===== config.mk =====
export PLATFORM = sky130hd
export DESIGN_NAME = cartridge_bank_irq_mapper
export DESIGN_NICKNAME = d
export VERILOG_FILES = /design/src/hw/rtl/cbim_pkg.sv /design/src/hw/rtl/cartridge_bank_irq_mapper.sv /design/src/hw/rtl/cbim_front.sv /design/src/hw/rtl/cbim_cmd_queue.sv /design/src/hw/rtl/cbim_back.sv
export SDC_FILE = /design/constraint.sdc
export NUM_CORES = 1
export LEC_CHECK = 0
export BUFFER_PORTS_ARGS = -buffer_cell sky130_fd_sc_hd__clkbuf_2
export CAP_MARGIN = 30
export CORE_UTILIZATION = 65
export CTS_CLUSTER_SIZE = 40
export DETAILED_ROUTE_END_ITERATION = 16
export PLACE_DENSITY = 0.84
export SLEW_MARGIN = 40
export SYNTH_ARGS = -nofsm -noshare
export SYNTH_HDL_FRONTEND = slang
export SYNTH_SLANG_ARGS = --single-unit
export TNS_END_PERCENT = 10

===== constraint.sdc =====
create_clock -name clk -period 4.5 [get_ports clk]
set_input_delay 0.225 -clock clk [delete_from_list [all_inputs] [get_ports clk]]
set_output_delay 0.225 -clock clk [all_outputs]
set_load 0.03 [all_outputs]

===== src/hw/rtl/cbim_pkg.sv =====
`default_nettype none
package cbim_pkg;

    localparam int CHR_SLOTS = 8;
    localparam int CHR_IDX_W = $clog2(CHR_SLOTS);

    // Configuration register indexes on the write port.
    localparam logic [1:0] CFG_VARIANT    = 2'd0;
    localparam logic [1:0] CFG_SUBMAPPER  = 2'd1;
    localparam logic [1:0] CFG_LARGE_PRG  = 2'd2;
    localparam logic [1:0] CFG_CHR_IS_RAM = 2'd3;

    // Board kinds selected by the variant register.
    localparam logic [1:0] VAR_16  = 2'd0;
    localparam logic [1:0] VAR_153 = 2'd1;
    localparam logic [1:0] VAR_157 = 2'd2;
    localparam logic [1:0] VAR_159 = 2'd3;

    // The submapper that moves the write window and writes the counter directly.
    localparam logic [3:0] SUB_DIRECT = 4'd4;

    // Mapper register numbers taken from address bits 3:0 of a write request.
    // Numbers below REG_PRG are the eight CHR bank registers.
    localparam logic [3:0] REG_CHR0     = 4'h0;
    localparam logic [3:0] REG_CHR7     = 4'h7;
    localparam logic [3:0] REG_PRG      = 4'h8;
    localparam logic [3:0] REG_MIRROR   = 4'h9;
    localparam logic [3:0] REG_IRQ_CTL  = 4'hA;
    localparam logic [3:0] REG_LATCH_LO = 4'hB;
    localparam logic [3:0] REG_LATCH_HI = 4'hC;
    localparam logic [3:0] REG_WRAM     = 4'hD;
    localparam logic [3:0] REG_SPARE_E  = 4'hE;
    localparam logic [3:0] REG_SPARE_F  = 4'hF;

    typedef enum logic [1:0] {
        OP_WRITE = 2'd0,
        OP_TICK  = 2'd1,
        OP_CPU   = 2'd2,
        OP_PPU   = 2'd3
    } op_t;

    typedef struct packed {
        op_t         operation;
        logic [15:0] bus_address;
        logic [7:0]  write_data;
    } in_t;

    typedef struct packed {
        logic [18:0] rom_address;
        logic        irq_line;
        logic [1:0]  mirroring;
        logic        wram_enabled;
    } out_t;

    typedef struct packed {
        logic [1:0] variant;
        logic [3:0] submapper;
        logic       large_prg;
        logic       chr_is_ram;
    } cfg_t;

    typedef enum logic [3:0] {
        CMD_NOP,
        CMD_CHR,
        CMD_PRG,
        CMD_MIR,
        CMD_IRQ_CTL,
        CMD_LATCH_LO,
        CMD_LATCH_HI,
        CMD_WRAM,
        CMD_TICK,
        CMD_CPU,
        CMD_PPU
    } cmd_kind_t;

    // Classified request as it waits between the front and back halves.
    typedef struct packed {
        cmd_kind_t   kind;
        logic [15:0] addr;
        logic [7:0]  data;
        logic        direct;      // counter written directly, no reload
        logic        hb_update;   // CHR writes refresh the PRG high bit
        logic        bit4_used;   // PRG high bit applies to CPU translation
        logic        ppu_bypass;  // PPU addresses pass through unbanked
    } cmd_t;

endpackage
`default_nettype wire


===== src/hw/rtl/cartridge_bank_irq_mapper.sv =====
`default_nettype none
// Bank mapper with a 16-bit down-counting interrupt for a console cartridge.
// Requests enter through a queue-style port (push while full is low) and each
// produces exactly one result, read from a queue-style port (pop while empty
// is low). A request is either a register write, a CPU clock tick, a CPU
// address translation or a PPU address translation; every result reports the
// translated ROM offset (zero for writes and ticks) together with the
// interrupt line, mirroring and work RAM enable as they stand after that
// request. One request is accepted per clock cycle for as long as results are
// drained; the rate is set by the execute stage, which applies one request to
// the bank and counter registers per cycle. A result passes through the command
// queue and then the output buffer before it becomes visible. The four
// configuration registers (variant, submapper, large_prg, chr_is_ram) are
// written through cfg_we, cfg_index and cfg_data and must only change while
// no request is in flight.
module cartridge_bank_irq_mapper (
    input  wire                 clk,
    input  wire                 rst_n,
    input  wire                 cfg_we,
    input  wire [1:0]           cfg_index,
    input  wire [3:0]           cfg_data,
    input  wire                 push,
    input  wire cbim_pkg::in_t  item,
    output logic                full,
    input  wire                 pop,
    output cbim_pkg::out_t      result,
    output logic                empty
);

    cbim_pkg::cfg_t cfg_reg;
    cbim_pkg::cmd_t front_cmd;
    cbim_pkg::cmd_t head_cmd;
    logic           head_empty;
    logic           head_pop;

    // Configuration registers. Writes are to be made only while the mapper is idle, which the
    // block does not enforce; the front end classifies each request against them directly.
    always_ff @(posedge clk or negedge rst_n)
    begin
        if (!rst_n)
        begin
            cfg_reg <= '0;
        end
        else if (cfg_we)
        begin
            case (cfg_index)
                cbim_pkg::CFG_VARIANT:    cfg_reg.variant    <= cfg_data[1:0];
                cbim_pkg::CFG_SUBMAPPER:  cfg_reg.submapper  <= cfg_data;
                cbim_pkg::CFG_LARGE_PRG:  cfg_reg.large_prg  <= cfg_data[0];
                cbim_pkg::CFG_CHR_IS_RAM: cfg_reg.chr_is_ram <= cfg_data[0];
                default:
                begin
                end
            endcase
        end
    end

    // The front end decodes the write window, register number and board
    // options into a compact command, so the execute stage needs no
    // configuration of its own.
    cbim_front u_front (
        .cfg  (cfg_reg),
        .item (item),
        .cmd  (front_cmd)
    );

    // A two-entry queue decouples request acceptance from execution.
    cbim_cmd_queue u_queue (
        .clk       (clk),
        .rst_n     (rst_n),
        .push      (push),
        .push_data (front_cmd),
        .full      (full),
        .pop       (head_pop),
        .pop_data  (head_cmd),
        .empty     (head_empty)
    );

    // The back end holds all bank and counter state and buffers results.
    cbim_back u_back (
        .clk       (clk),
        .rst_n     (rst_n),
        .cmd       (head_cmd),
        .cmd_empty (head_empty),
        .cmd_pop   (head_pop),
        .result    (result),
        .empty     (empty),
        .pop       (pop)
    );

endmodule
`default_nettype wire


===== src/hw/rtl/cbim_front.sv =====
`default_nettype none
module cbim_front (
    input  wire cbim_pkg::cfg_t cfg,
    input  wire cbim_pkg::in_t  item,
    output cbim_pkg::cmd_t      cmd
);

    logic       direct;
    logic       in_window;
    logic [3:0] reg_sel;
    cbim_pkg::cmd_kind_t write_kind;

    assign direct  = (cfg.variant == cbim_pkg::VAR_16) &&
                     (cfg.submapper == cbim_pkg::SUB_DIRECT);
    assign reg_sel = item.bus_address[3:0];
    assign in_window = direct ? (item.bus_address[15:13] == 3'b011) : item.bus_address[15];

    always_comb
    begin
        if (!reg_sel[3])
        begin
            write_kind = cbim_pkg::CMD_CHR;
        end
        else
        begin
            case (reg_sel)
                cbim_pkg::REG_PRG:      write_kind = cbim_pkg::CMD_PRG;
                cbim_pkg::REG_MIRROR:   write_kind = cbim_pkg::CMD_MIR;
                cbim_pkg::REG_IRQ_CTL:  write_kind = cbim_pkg::CMD_IRQ_CTL;
                cbim_pkg::REG_LATCH_LO: write_kind = cbim_pkg::CMD_LATCH_LO;
                cbim_pkg::REG_LATCH_HI: write_kind = cbim_pkg::CMD_LATCH_HI;
                cbim_pkg::REG_WRAM:
                    write_kind = (cfg.variant == cbim_pkg::VAR_153) ? cbim_pkg::CMD_WRAM
                                                                    : cbim_pkg::CMD_NOP;
                default:                write_kind = cbim_pkg::CMD_NOP;
            endcase
        end
    end

    always_comb
    begin
        cmd.addr       = item.bus_address;
        cmd.data       = item.write_data;
        cmd.direct     = direct;
        cmd.hb_update  = (cfg.variant == cbim_pkg::VAR_153) || cfg.large_prg;
        cmd.bit4_used  = (cfg.variant == cbim_pkg::VAR_153) ||
                         ((cfg.variant == cbim_pkg::VAR_16) && cfg.large_prg);
        cmd.ppu_bypass = cfg.chr_is_ram || (cfg.variant == cbim_pkg::VAR_153) ||
                         (cfg.variant == cbim_pkg::VAR_157) || cfg.large_prg;
        case (item.operation)
            cbim_pkg::OP_WRITE: cmd.kind = in_window ? write_kind : cbim_pkg::CMD_NOP;
            cbim_pkg::OP_TICK:  cmd.kind = cbim_pkg::CMD_TICK;
            cbim_pkg::OP_CPU:   cmd.kind = cbim_pkg::CMD_CPU;
            cbim_pkg::OP_PPU:   cmd.kind = cbim_pkg::CMD_PPU;
            default:            cmd.kind = cbim_pkg::CMD_NOP;
        endcase
    end

endmodule
`default_nettype wire


===== src/hw/rtl/cbim_cmd_queue.sv =====
`default_nettype none
module cbim_cmd_queue (
    input  wire                 clk,
    input  wire                 rst_n,
    input  wire                 push,
    input  wire cbim_pkg::cmd_t push_data,
    output logic                full,
    input  wire                 pop,
    output cbim_pkg::cmd_t      pop_data,
    output logic                empty
);

    cbim_pkg::cmd_t slot_reg [2];
    logic       wr_ptr_reg, rd_ptr_reg;
    logic [1:0] count_reg, count_next;
    logic       do_push, do_pop;

    assign full     = (count_reg == 2'd2);
    assign empty    = (count_reg == 2'd0);
    assign do_push  = push && !full;
    assign do_pop   = pop && !empty;
    assign pop_data = slot_reg[rd_ptr_reg];

    always_comb
    begin
        count_next = count_reg;
        if (do_push && !do_pop)
        begin
            count_next = count_reg + 2'd1;
        end
        else if (do_pop && !do_push)
        begin
            count_next = count_reg - 2'd1;
        end
    end

    always_ff @(posedge clk or negedge rst_n)
    begin
        if (!rst_n)
        begin
            wr_ptr_reg <= 1'b0;
            rd_ptr_reg <= 1'b0;
            count_reg  <= 2'd0;
        end
        else
        begin
            count_reg <= count_next;
            if (do_push)
            begin
                wr_ptr_reg <= !wr_ptr_reg;
            end
            if (do_pop)
            begin
                rd_ptr_reg <= !rd_ptr_reg;
            end
        end
    end

    always_ff @(posedge clk)
    begin
        if (do_push)
        begin
            slot_reg[wr_ptr_reg] <= push_data;
        end
    end

`ifndef SYNTH
    a_count_bound: assert property (@(posedge clk) disable iff (!rst_n)
        count_reg != 2'd3)
        else $error("command queue count out of range");
    a_count_up: assert property (@(posedge clk) disable iff (!rst_n)
        (do_push && !do_pop) |=> (count_reg == $past(count_reg) + 2'd1))
        else $error("command queue lost a push");
    a_count_down: assert property (@(posedge clk) disable iff (!rst_n)
        (do_pop && !do_push) |=> (count_reg == $past(count_reg) - 2'd1))
        else $error("command queue lost a pop");
`endif

endmodule
`default_nettype wire


===== src/hw/rtl/cbim_back.sv =====
`default_nettype none
module cbim_back (
    input  wire                 clk,
    input  wire                 rst_n,
    input  wire cbim_pkg::cmd_t cmd,
    input  wire                 cmd_empty,
    output logic                cmd_pop,
    output cbim_pkg::out_t      result,
    output logic                empty,
    input  wire                 pop
);

    logic [7:0]  chr_bank_reg [cbim_pkg::CHR_SLOTS];
    logic [3:0]  prg_page_low_reg, prg_page_low_next;
    logic        prg_high_bit_reg, prg_high_bit_next;
    logic        irq_enable_reg, irq_enable_next;
    logic [15:0] irq_count_reg, irq_count_next;
    logic [15:0] irq_latch_reg, irq_latch_next;
    logic        irq_pending_reg, irq_pending_next;
    logic [1:0]  mirror_mode_reg, mirror_mode_next;
    logic        wram_on_reg, wram_on_next;

    logic [cbim_pkg::CHR_IDX_W-1:0] chr_wr_idx;
    logic [cbim_pkg::CHR_IDX_W-1:0] chr_rd_idx;
    logic        chr_we;
    logic        bank0_or;
    logic [4:0]  prg_bank;
    logic [18:0] rom_address;
    cbim_pkg::out_t res_item;

    // Output buffer: two slots; execution holds off only while both hold waiting results.
    cbim_pkg::out_t obuf_reg [2];
    logic       owr_reg, ord_reg;
    logic [1:0] ocount_reg;
    logic       take_out;

    assign cmd_pop    = !cmd_empty && (ocount_reg != 2'd2);
    assign take_out   = pop && (ocount_reg != 2'd0);
    assign empty      = (ocount_reg == 2'd0);
    assign result     = obuf_reg[ord_reg];
    assign chr_wr_idx = cmd.addr[cbim_pkg::CHR_IDX_W-1:0];
    assign chr_rd_idx = cmd.addr[10 +: cbim_pkg::CHR_IDX_W];
    assign chr_we     = cmd_pop && (cmd.kind == cbim_pkg::CMD_CHR);

    always_comb
    begin
        bank0_or = 1'b0;
        for (int i = 0; i < cbim_pkg::CHR_SLOTS; i++)
        begin
            if (i[cbim_pkg::CHR_IDX_W-1:0] == chr_wr_idx)
            begin
                bank0_or = bank0_or | cmd.data[0];
            end
            else
            begin
                bank0_or = bank0_or | chr_bank_reg[i][0];
            end
        end
    end

    always_comb
    begin
        prg_page_low_next = prg_page_low_reg;
        prg_high_bit_next = prg_high_bit_reg;
        irq_enable_next   = irq_enable_reg;
        irq_count_next    = irq_count_reg;
        irq_latch_next    = irq_latch_reg;
        irq_pending_next  = irq_pending_reg;
        mirror_mode_next  = mirror_mode_reg;
        wram_on_next      = wram_on_reg;
        case (cmd.kind)
            cbim_pkg::CMD_CHR:
            begin
                if (cmd.hb_update)
                begin
                    prg_high_bit_next = bank0_or;
                end
            end
            cbim_pkg::CMD_PRG: prg_page_low_next = cmd.data[3:0];
            cbim_pkg::CMD_MIR: mirror_mode_next = cmd.data[1:0];
            cbim_pkg::CMD_IRQ_CTL:
            begin
                irq_enable_next  = cmd.data[0];
                irq_pending_next = 1'b0;
                if (!cmd.direct)
                begin
                    irq_count_next = irq_latch_reg;
                end
            end
            cbim_pkg::CMD_LATCH_LO:
            begin
                if (cmd.direct)
                begin
                    irq_count_next = {irq_count_reg[15:8], cmd.data};
                end
                else
                begin
                    irq_latch_next = {irq_latch_reg[15:8], cmd.data};
                end
            end
            cbim_pkg::CMD_LATCH_HI:
            begin
                if (cmd.direct)
                begin
                    irq_count_next = {cmd.data, irq_count_reg[7:0]};
                end
                else
                begin
                    irq_latch_next = {cmd.data, irq_latch_reg[7:0]};
                end
            end
            cbim_pkg::CMD_WRAM: wram_on_next = cmd.data[5];
            cbim_pkg::CMD_TICK:
            begin
                if (irq_enable_reg)
                begin
                    if (irq_count_reg == 16'd0)
                    begin
                        irq_pending_next = 1'b1;
                    end
                    irq_count_next = irq_count_reg - 16'd1;
                end
            end
            default:
            begin
            end
        endcase
    end

    always_comb
    begin
        prg_bank = cmd.addr[14] ? {cmd.bit4_used & prg_high_bit_reg, 4'hF}
                                : {cmd.bit4_used & prg_high_bit_reg, prg_page_low_reg};
        case (cmd.kind)
            cbim_pkg::CMD_CPU:
                rom_address = cmd.addr[15] ? {prg_bank, cmd.addr[13:0]} : 19'd0;
            cbim_pkg::CMD_PPU:
                rom_address = cmd.ppu_bypass ? {6'd0, cmd.addr[12:0]}
                                             : {1'b0, chr_bank_reg[chr_rd_idx], cmd.addr[9:0]};
            default:
                rom_address = 19'd0;
        endcase
        res_item.rom_address  = rom_address;
        res_item.irq_line     = irq_pending_next;
        res_item.mirroring    = mirror_mode_next;
        res_item.wram_enabled = wram_on_next;
    end

    always_ff @(posedge clk or negedge rst_n)
    begin
        if (!rst_n)
        begin
            for (int i = 0; i < cbim_pkg::CHR_SLOTS; i++)
            begin
                chr_bank_reg[i] <= 8'd0;
            end
            prg_page_low_reg <= 4'd0;
            prg_high_bit_reg <= 1'b0;
            irq_enable_reg   <= 1'b0;
            irq_count_reg    <= 16'd0;
            irq_latch_reg    <= 16'd0;
            irq_pending_reg  <= 1'b0;
            mirror_mode_reg  <= 2'd0;
            wram_on_reg      <= 1'b0;
            owr_reg          <= 1'b0;
            ord_reg          <= 1'b0;
            ocount_reg       <= 2'd0;
        end
        else
        begin
            if (chr_we)
            begin
                chr_bank_reg[chr_wr_idx] <= cmd.data;
            end
            if (cmd_pop)
            begin
                prg_page_low_reg <= prg_page_low_next;
                prg_high_bit_reg <= prg_high_bit_next;
                irq_enable_reg   <= irq_enable_next;
                irq_count_reg    <= irq_count_next;
                irq_latch_reg    <= irq_latch_next;
                irq_pending_reg  <= irq_pending_next;
                mirror_mode_reg  <= mirror_mode_next;
                wram_on_reg      <= wram_on_next;
                owr_reg          <= !owr_reg;
            end
            if (take_out)
            begin
                ord_reg <= !ord_reg;
            end
            if (cmd_pop && !take_out)
            begin
                ocount_reg <= ocount_reg + 2'd1;
            end
            else if (take_out && !cmd_pop)
            begin
                ocount_reg <= ocount_reg - 2'd1;
            end
        end
    end

    always_ff @(posedge clk)
    begin
        if (cmd_pop)
        begin
            obuf_reg[owr_reg] <= res_item;
        end
    end

`ifndef SYNTH
    a_obuf_bound: assert property (@(posedge clk) disable iff (!rst_n)
        ocount_reg != 2'd3)
        else $error("result buffer count out of range");
    a_pending_on_zero: assert property (@(posedge clk) disable iff (!rst_n)
        (cmd_pop && cmd.kind == cbim_pkg::CMD_TICK && irq_enable_reg &&
         irq_count_reg == 16'd0) |=> (irq_pending_reg && irq_count_reg == 16'hFFFF))
        else $error("counter underflow did not raise the interrupt");
    a_ack_clears: assert property (@(posedge clk) disable iff (!rst_n)
        (cmd_pop && cmd.kind == cbim_pkg::CMD_IRQ_CTL) |=> !irq_pending_reg)
        else $error("acknowledge did not clear the interrupt");
`endif

endmodule
`default_nettype wire


### Word level (Yosys, flattened, before mapping)

Memory sizes are Yosys's and may differ from the RTL's.
Index checks and enable logic that the tools add are counted.

| word-level totals | value |
|---|---|
| register bits | 122 |
| memory bits (writable) | 110 |
| word-level logic and storage cells | 192 |
| latch bits | 0 |
| memories kept | 2 |
| memory bits (read-only) | 0 |

| cells by class | value |
|---|---|
| shift-type cells | 0 |
| bitwise logic cells | 20 |
| order comparisons | 3 |
| muxes and demuxes | 45 |
| eq/ne operators | 39 |
| multipliers | 0 |
| reduce and logical (&&, ||, !) cells | 50 |
| div/mod/pow operators | 0 |
| $add $sub $neg | 5 |

Memories:

| memory | depth | width | rd ports | clocked after memory_dff | write ports | RTL line | source |
|---|---|---|---|---|---|---|---|
| u_queue.slot_reg | 2 | 32 | 1 | 0 | 1 | cbim_cmd_queue.sv:13 | `cbim_pkg::cmd_t slot_reg [2];` |
| u_back.obuf_reg | 2 | 23 | 1 | 0 | 1 | cbim_back.sv:32 | `cbim_pkg::out_t obuf_reg [2];` |

Operators by type and width:

| kind | count |
|---|---|
| bitwise mux 64 bit | 1 |
| 2-to-1 mux 16 bit | 4 |
| one-hot mux 16 bit (4 select lines) | 1 |
| 2-to-1 mux 8 bit | 5 |
| one-hot mux 19 bit (2 select lines) | 1 |
| == test 4 bit (second input constant) | 9 |
| one-hot mux 16 bit (2 select lines) | 1 |
| binary-select mux 8 bit (select 3 bit) | 1 |
| demux 8 bit (select 3 bit) | 1 |
| one-hot mux 4 bit (6 select lines) | 1 |
| == test 4 x 3 -> 1 bit (second input constant) | 5 |
| 2-to-1 mux 19 bit | 1 |
| 2-to-1 mux 18 bit | 1 |
| logical NOT 16 bit | 1 |
| 2-to-1 mux 1 bit | 16 |
| one-hot mux 4 bit (4 select lines) | 1 |
| subtractor 16 x 1 -> 16 bit (second input constant) | 1 |
| bitwise OR 1 bit | 14 |
| == test 2 bit (second input constant) | 6 |
| == test 3 bit (first input constant) | 4 |
| logical AND 1 bit | 12 |
| 2-to-1 mux 4 bit | 3 |
| AND reduction 2 bit | 6 |
| AND reduction 6 bit | 2 |
| other kinds (26) | 64 |

### Longest topological paths before layout

An unclocked memory read counts as a cell.

| depth | value |
|---|---|
| depth after elaboration | 17 |
| depth in mapped cells | 9 |

### Cells and area by module

From an unflattened synthesis, not the netlist that was laid out.

| unflattened totals | value |
|---|---|
| cells, all modules | 765 |
| area, all modules | 10865.4 um2 |

By module, submodules not included:

| module | cells an instance | area each (um2) | sequential area each (um2) | instances |
|---|---|---|---|---|
| cbim_back | 575 | 7527.2 | 4134.0 | 1 |
| cbim_cmd_queue | 119 | 2658.8 | 2021.9 | 1 |
| cbim_front | 51 | 344.1 | 0.0 | 1 |
| cartridge_bank_irq_mapper | 20 | 335.3 | 200.2 | 1 |

### Worst setup path after synthesis

OpenSTA, ideal clock, no wires.

| path | value |
|---|---|
| path type | register to register |
| from | register u_queue.rd_ptr_reg |
| to | memory u_back.obuf_reg[0][20] in the netlist's numbering, data pin |
| cell stages (with the launch flop) | 8 |
| arrival time | 2413 ps |
| buffers on the path | 3 |
| required time | 4230 ps |
| clock period less this slack | 2684 ps |
| setup slack | 1816 ps |
| cell sequence | dfrtp_1 buf_6 buf_2 mux2i_1 buf_2 mux4_2 mux2i_1 o21ai_0 |

| between the ends | value |
|---|---|
| word-level cells in the longest chain between the ends | 7 |
| elaborated cells on any way between the ends | 11 |
| those cells by class | 2 x eq/ne; 7 x mux; 1 x bitwise; 1 x memory |

RTL lines:

| what | RTL line | source |
|---|---|---|
| start: declaration | cbim_cmd_queue.sv:14 | `logic wr_ptr_reg, rd_ptr_reg;` |
| start signal: assignment | cbim_cmd_queue.sv:54 | `rd_ptr_reg <= !rd_ptr_reg;` |
| memory read (2 x 32 bit) * | - |  |
| inverter 3 -> 4 bit (implied by the code) | cbim_back.sv:139 | `: {1'b0, chr_bank_reg[chr_rd_idx], cmd.addr[9:0]};` |
| binary-select mux 8 bit (select 3 bit) | cbim_back.sv:139 |  |
| 2-to-1 mux 8 bit (implied by the code) (2 in a row) | cbim_back.sv:139 |  |
| 2-to-1 mux 18 bit | cbim_back.sv:138 | `rom_address = cmd.ppu_bypass ? {6'd0, cmd.addr[12:0]}` |
| one-hot mux 19 bit (2 select lines) * | cbim_back.sv:134 | `case (cmd.kind)` |
| named net u_back.rom_address[16] | cbim_back.sv:28 | `logic [18:0] rom_address;` |
| end: declaration | cbim_back.sv:32 |  |

Mark *: on every way through the listed nets, which the timed path passes. The rest lies on a longest branch. The select of a mux whose other input is x is not followed.

### Worst setup path after layout

| path | value |
|---|---|
| from | register u_queue.rd_ptr_reg |
| to | register u_back.chr_bank_reg[6] in the netlist's numbering |

| between the ends | value |
|---|---|
| word-level cells in the longest chain between the ends | 7 |
| elaborated cells on any way between the ends | 10 |
| those cells by class | 2 x order compare; 1 x eq/ne; 3 x mux; 1 x bitwise; 2 x reduce/logical; 1 x memory |

RTL lines:

| what | RTL line | source |
|---|---|---|
| memory read (2 x 32 bit) * | - |  |
| inverter 3 -> 4 bit (implied by the code) | cbim_back.sv:173 | `chr_bank_reg[chr_wr_idx] <= cmd.data;` |
| >= comparator 4 bit (implied by the code) / < comparator 4 x 1 -> 1 bit (equally long branches) | cbim_back.sv:173 |  |
| logical AND 1 bit (implied by the code) | cbim_back.sv:173 |  |
| 2-to-1 mux 8 bit (implied by the code) | cbim_back.sv:173 |  |
| demux 8 bit (select 3 bit) | cbim_back.sv:173 |  |
| bitwise mux 64 bit | cbim_back.sv:173 |  |
| end signal: indexed assignment | cbim_back.sv:173 |  |
| end: declaration | cbim_back.sv:13 | `logic [7:0] chr_bank_reg [cbim_pkg::CHR_SLOTS];` |

Every way passes the cells marked *; elsewhere a longest branch is shown, timed or not.
A chain may end at the register's enable or synchronous reset.

==> metrics.md <==
| Metric | Value |
|---|---|
| Status | complete, no violations |
| Layout net count | 847 |
| Initial core utilization | 67.4% |
| R2r setup slk | 1300 ps |
| Worst R2R End | u_back.chr_bank_reg[6] |
| Tmin final | 3200 ps |
| Yosys Warn Count | 0 |
| Avg Vias per Cell | 6.35 |
| First-pass GRT wire length | 36,000 um |
| ANT nets after route | 0 |
| Critical path class | flip-flop to flip-flop |
| Hold path start | cfg_data[0] |
| CP Launch Point | u_queue.rd_ptr_reg |
| Post-synth EDFFs | 110 |
| Die height | 128 um |
| DRT iter0 DRCs | 537 |
| Area grow syn2layout | 15.3% |
| TritonCTS buffer count | 23 |
| Post-Route WL | 22,600 um |
| Post-route cell area | 12,000 um^2 |
| Worst Clk Skew | 14.2 ps |
| Mapped Cells | 714 |
| Hpwl dp | 14,200 um |
| Worst skew pair latency | 500 ps |
| Power Total | 8.33 mW |
| Max IR drop VDD | 514 uV |
| Fmax | 312 MHz |
| Initial antenna violation count | 0 |
| Leading area contributor after synthesis | edfxtp_1 |
| Core area | 15,400 um^2 |
| Worst Tran Pin Value | 790 ps |
| Port-buffer cells | 61 |
| Drt drc | 0 |
| Clock root buffer | clkbuf_16 |
| Gpl congestion | 0.908 |
| Critical-path top delay cell | dfrtp_2 |
| Die area | 16,500 um^2 |
| Final Core Density | 77.7% |
| Area after DPL | 10,900 um^2 |
| Tightest hold margin | 44.5 ps |
| Share of Yosys cell area claimed by the top area cell type | 31.8% |
| Syn nets | 754 |
| Top cells by instance count after synthesis | mux2_2, dfrtp_1, edfxtp_1 |
| Distinct cell type count after synthesis | 61 |
| Fill cell count | 873 |
| Hold depth | 2 |
| Top delay family on crit path | simple AND/OR/NAND/NOR gates |
| Largest stage delay, worst path | 850 ps |
| Synth area leaders | edfxtp_1, dfrtp_1, mux2_2 |
| Post-detailed-route wirelength per cell | 21.8 um |
| Clock slew at reported path FFs | 60 ps |
| Vias in the first global route | 6,830 |
| Via count | 6,570 |
| Hold Path Sink | cfg_reg[2] |
| Worst endpoint data arrival time | 3590 ps |
| Share of cells above drive strength 1 | 34.9% |
| Setup TNS | 0 ps |
| Largest net degree at the start of global routing | 73 |
| Worst r2r src | u_queue.rd_ptr_reg |
| Crit share post-route | 71.2% |
| # diodes | 0 |
| Hold crit path type | primary input to flip-flop |
| Crit-path max FO | 37 |
| Final Setup Violations | 0 |
| CTS max path bufs | 3 |
| Total track usage | 28.9% |
| Synth Flop Type | dfrtp_1 |
| H-Tree Level Count | 1 |
| GRT Residual Overflow | 0 |
| Row count | 45 |
| Slew Viols, Final | 0 |
| Count leader, synth | mux2_2 |
| Post-CTS Setup Inserts | 0 |
| FFs w/ async S/R, synth | 52.6% |
| Critical Path Sink Type | flip-flop |
| CTS tree | built |
| R2r worst-path depth | 5 |
| # Max-Cap Violations | 0 |
| CP startpoint kind | flip-flop |
| Synth Area per Inst | 14.6 um^2 |
| First-pass detailed-route iteration total | 7 |
| PD cells | 695 nW/um^2 |
| Rel. slew slack | 47.1% |
| Clock Sinks | 232 |
| Lkg Pwr | 4.97 nW |
| Worst path cell trace | buf_4 -> mux2i_1 -> or4_1 -> or3_1 -> mux2_4 |
| Worst endpoint required time | 4880 ps |
| Fin. Hold Viols | 0 |
| Worst path buffer plus inverter count | 1 |
| Mapped cell area | 10,400 um^2 |
| Die W | 128 um |
| Ports | 62 |
| Unrepaired setup endpoints after global routing | no |
| FF+latch count, synth | 232 |
| Share of the yosys chip area belonging to registers | 61.1% |
## worst reg2reg max path, cell delays in order (launching register included)
cell	delay, ps
dfrtp_2	850
buf_4	410
mux2i_1	230
or4_1	640
or3_1	580
mux2_4	380
## metrics by stage
stage                     setup slack (ps)  instances
after floorplan                       1820        714
after global placement                1450        965
after detailed placement              1360        965
after CTS                             1340       1034
after global routing                  1190       1034
final                                 1300       1034
## logic make-up after synthesis
family                   count (synthesis)  synth area share (%)
multiplexers                           183                  21.5
XOR/XNOR                                16                  1.35
AO/OA/AOI/OAI                           87                  6.26
flip-flops                             232                  61.1
AND/OR/NAND/NOR                        146                  7.38
adder cells (fa/ha/maj)                  3                 0.361
buffers and inverters                   47                  2.01
## cell usage in the layout (no fill, tap or decap), types with 5 or more instances in the layout
cell,count
mux2_2,131
dfrtp_1,120
edfxtp_1,110
clkbuf_2,60
nor2_1,38
dlygate4sd3_1,28
mux2i_1,24
clkbuf_16,23
o21ai_0,21
nand3_1,21
nand2_1,18
mux4_2,16
inv_1,14
nor3_1,12
a221oi_1,12
buf_4,10
nor4_1,9
xor2_1,8
o2bb2ai_1,8
mux2_4,8
xnor2_1,8
a21oi_1,6
or3_1,6
a222oi_1,6
nor3b_1,5
nand2b_1,5
a22o_1,5
## worst max-delay path by stage
stage / endpoint / slack (ps) / depth (start not counted)
after floorplan: u_back.obuf_reg[0][20] / 1820 / 7
after global placement: u_back.chr_bank_reg[5] / 1450 / 5
after detailed placement: u_back.chr_bank_reg[6] / 1360 / 5
after CTS: u_back.chr_bank_reg[6] / 1340 / 5
after global routing: u_back.chr_bank_reg[60] / 1190 / 5
final: u_back.chr_bank_reg[6] / 1300 / 5
## repair_timing
| item | CTS | global route |
|---|---|---|
| hold buffers | 28 | 0 |
| gates resized for setup | 0 | 0 |
| endpoints found under the setup margin | 0 | 0 |
| hold endpoints to repair | 122 | 0 |
## layer usage
metal | vias to the layer above | routed length [um] | share of wire [%] | track usage, %
li1 | 2924 | - | - | -
met2 | 265 | 11500 | 51 | 50.7
met1 | 3338 | 9230 | 41 | 37.1
met5 | - | 0 | 0 | 0
met4 | 0 | 464 | 2.1 | 8.58
met3 | 43 | 1350 | 6.0 | 5.16
## layout make-up
type	count	area (um^2)	share of cell area (%)
Timing Repair Buffer	99	667	5.56
Sequential cell	232	6360	53.0
Clock buffer	28	604	5.04
Inverter	16	60.1	0.501
Tap cell	211	264	2.20
Multi-Input combinational cell	435	3870	32.3
Clock inverter	13	163	1.36
## report_power, final
group / total (mW) / internal [mW] / switching [mW]
registers: 3.45 / 3.00 / 0.453
clock network: 1.93 / 1.14 / 0.795
logic: 2.94 / 1.17 / 1.77
total: 8.33 / 5.31 / 3.01
Note: power is estimated with default switching activity, not from simulation.
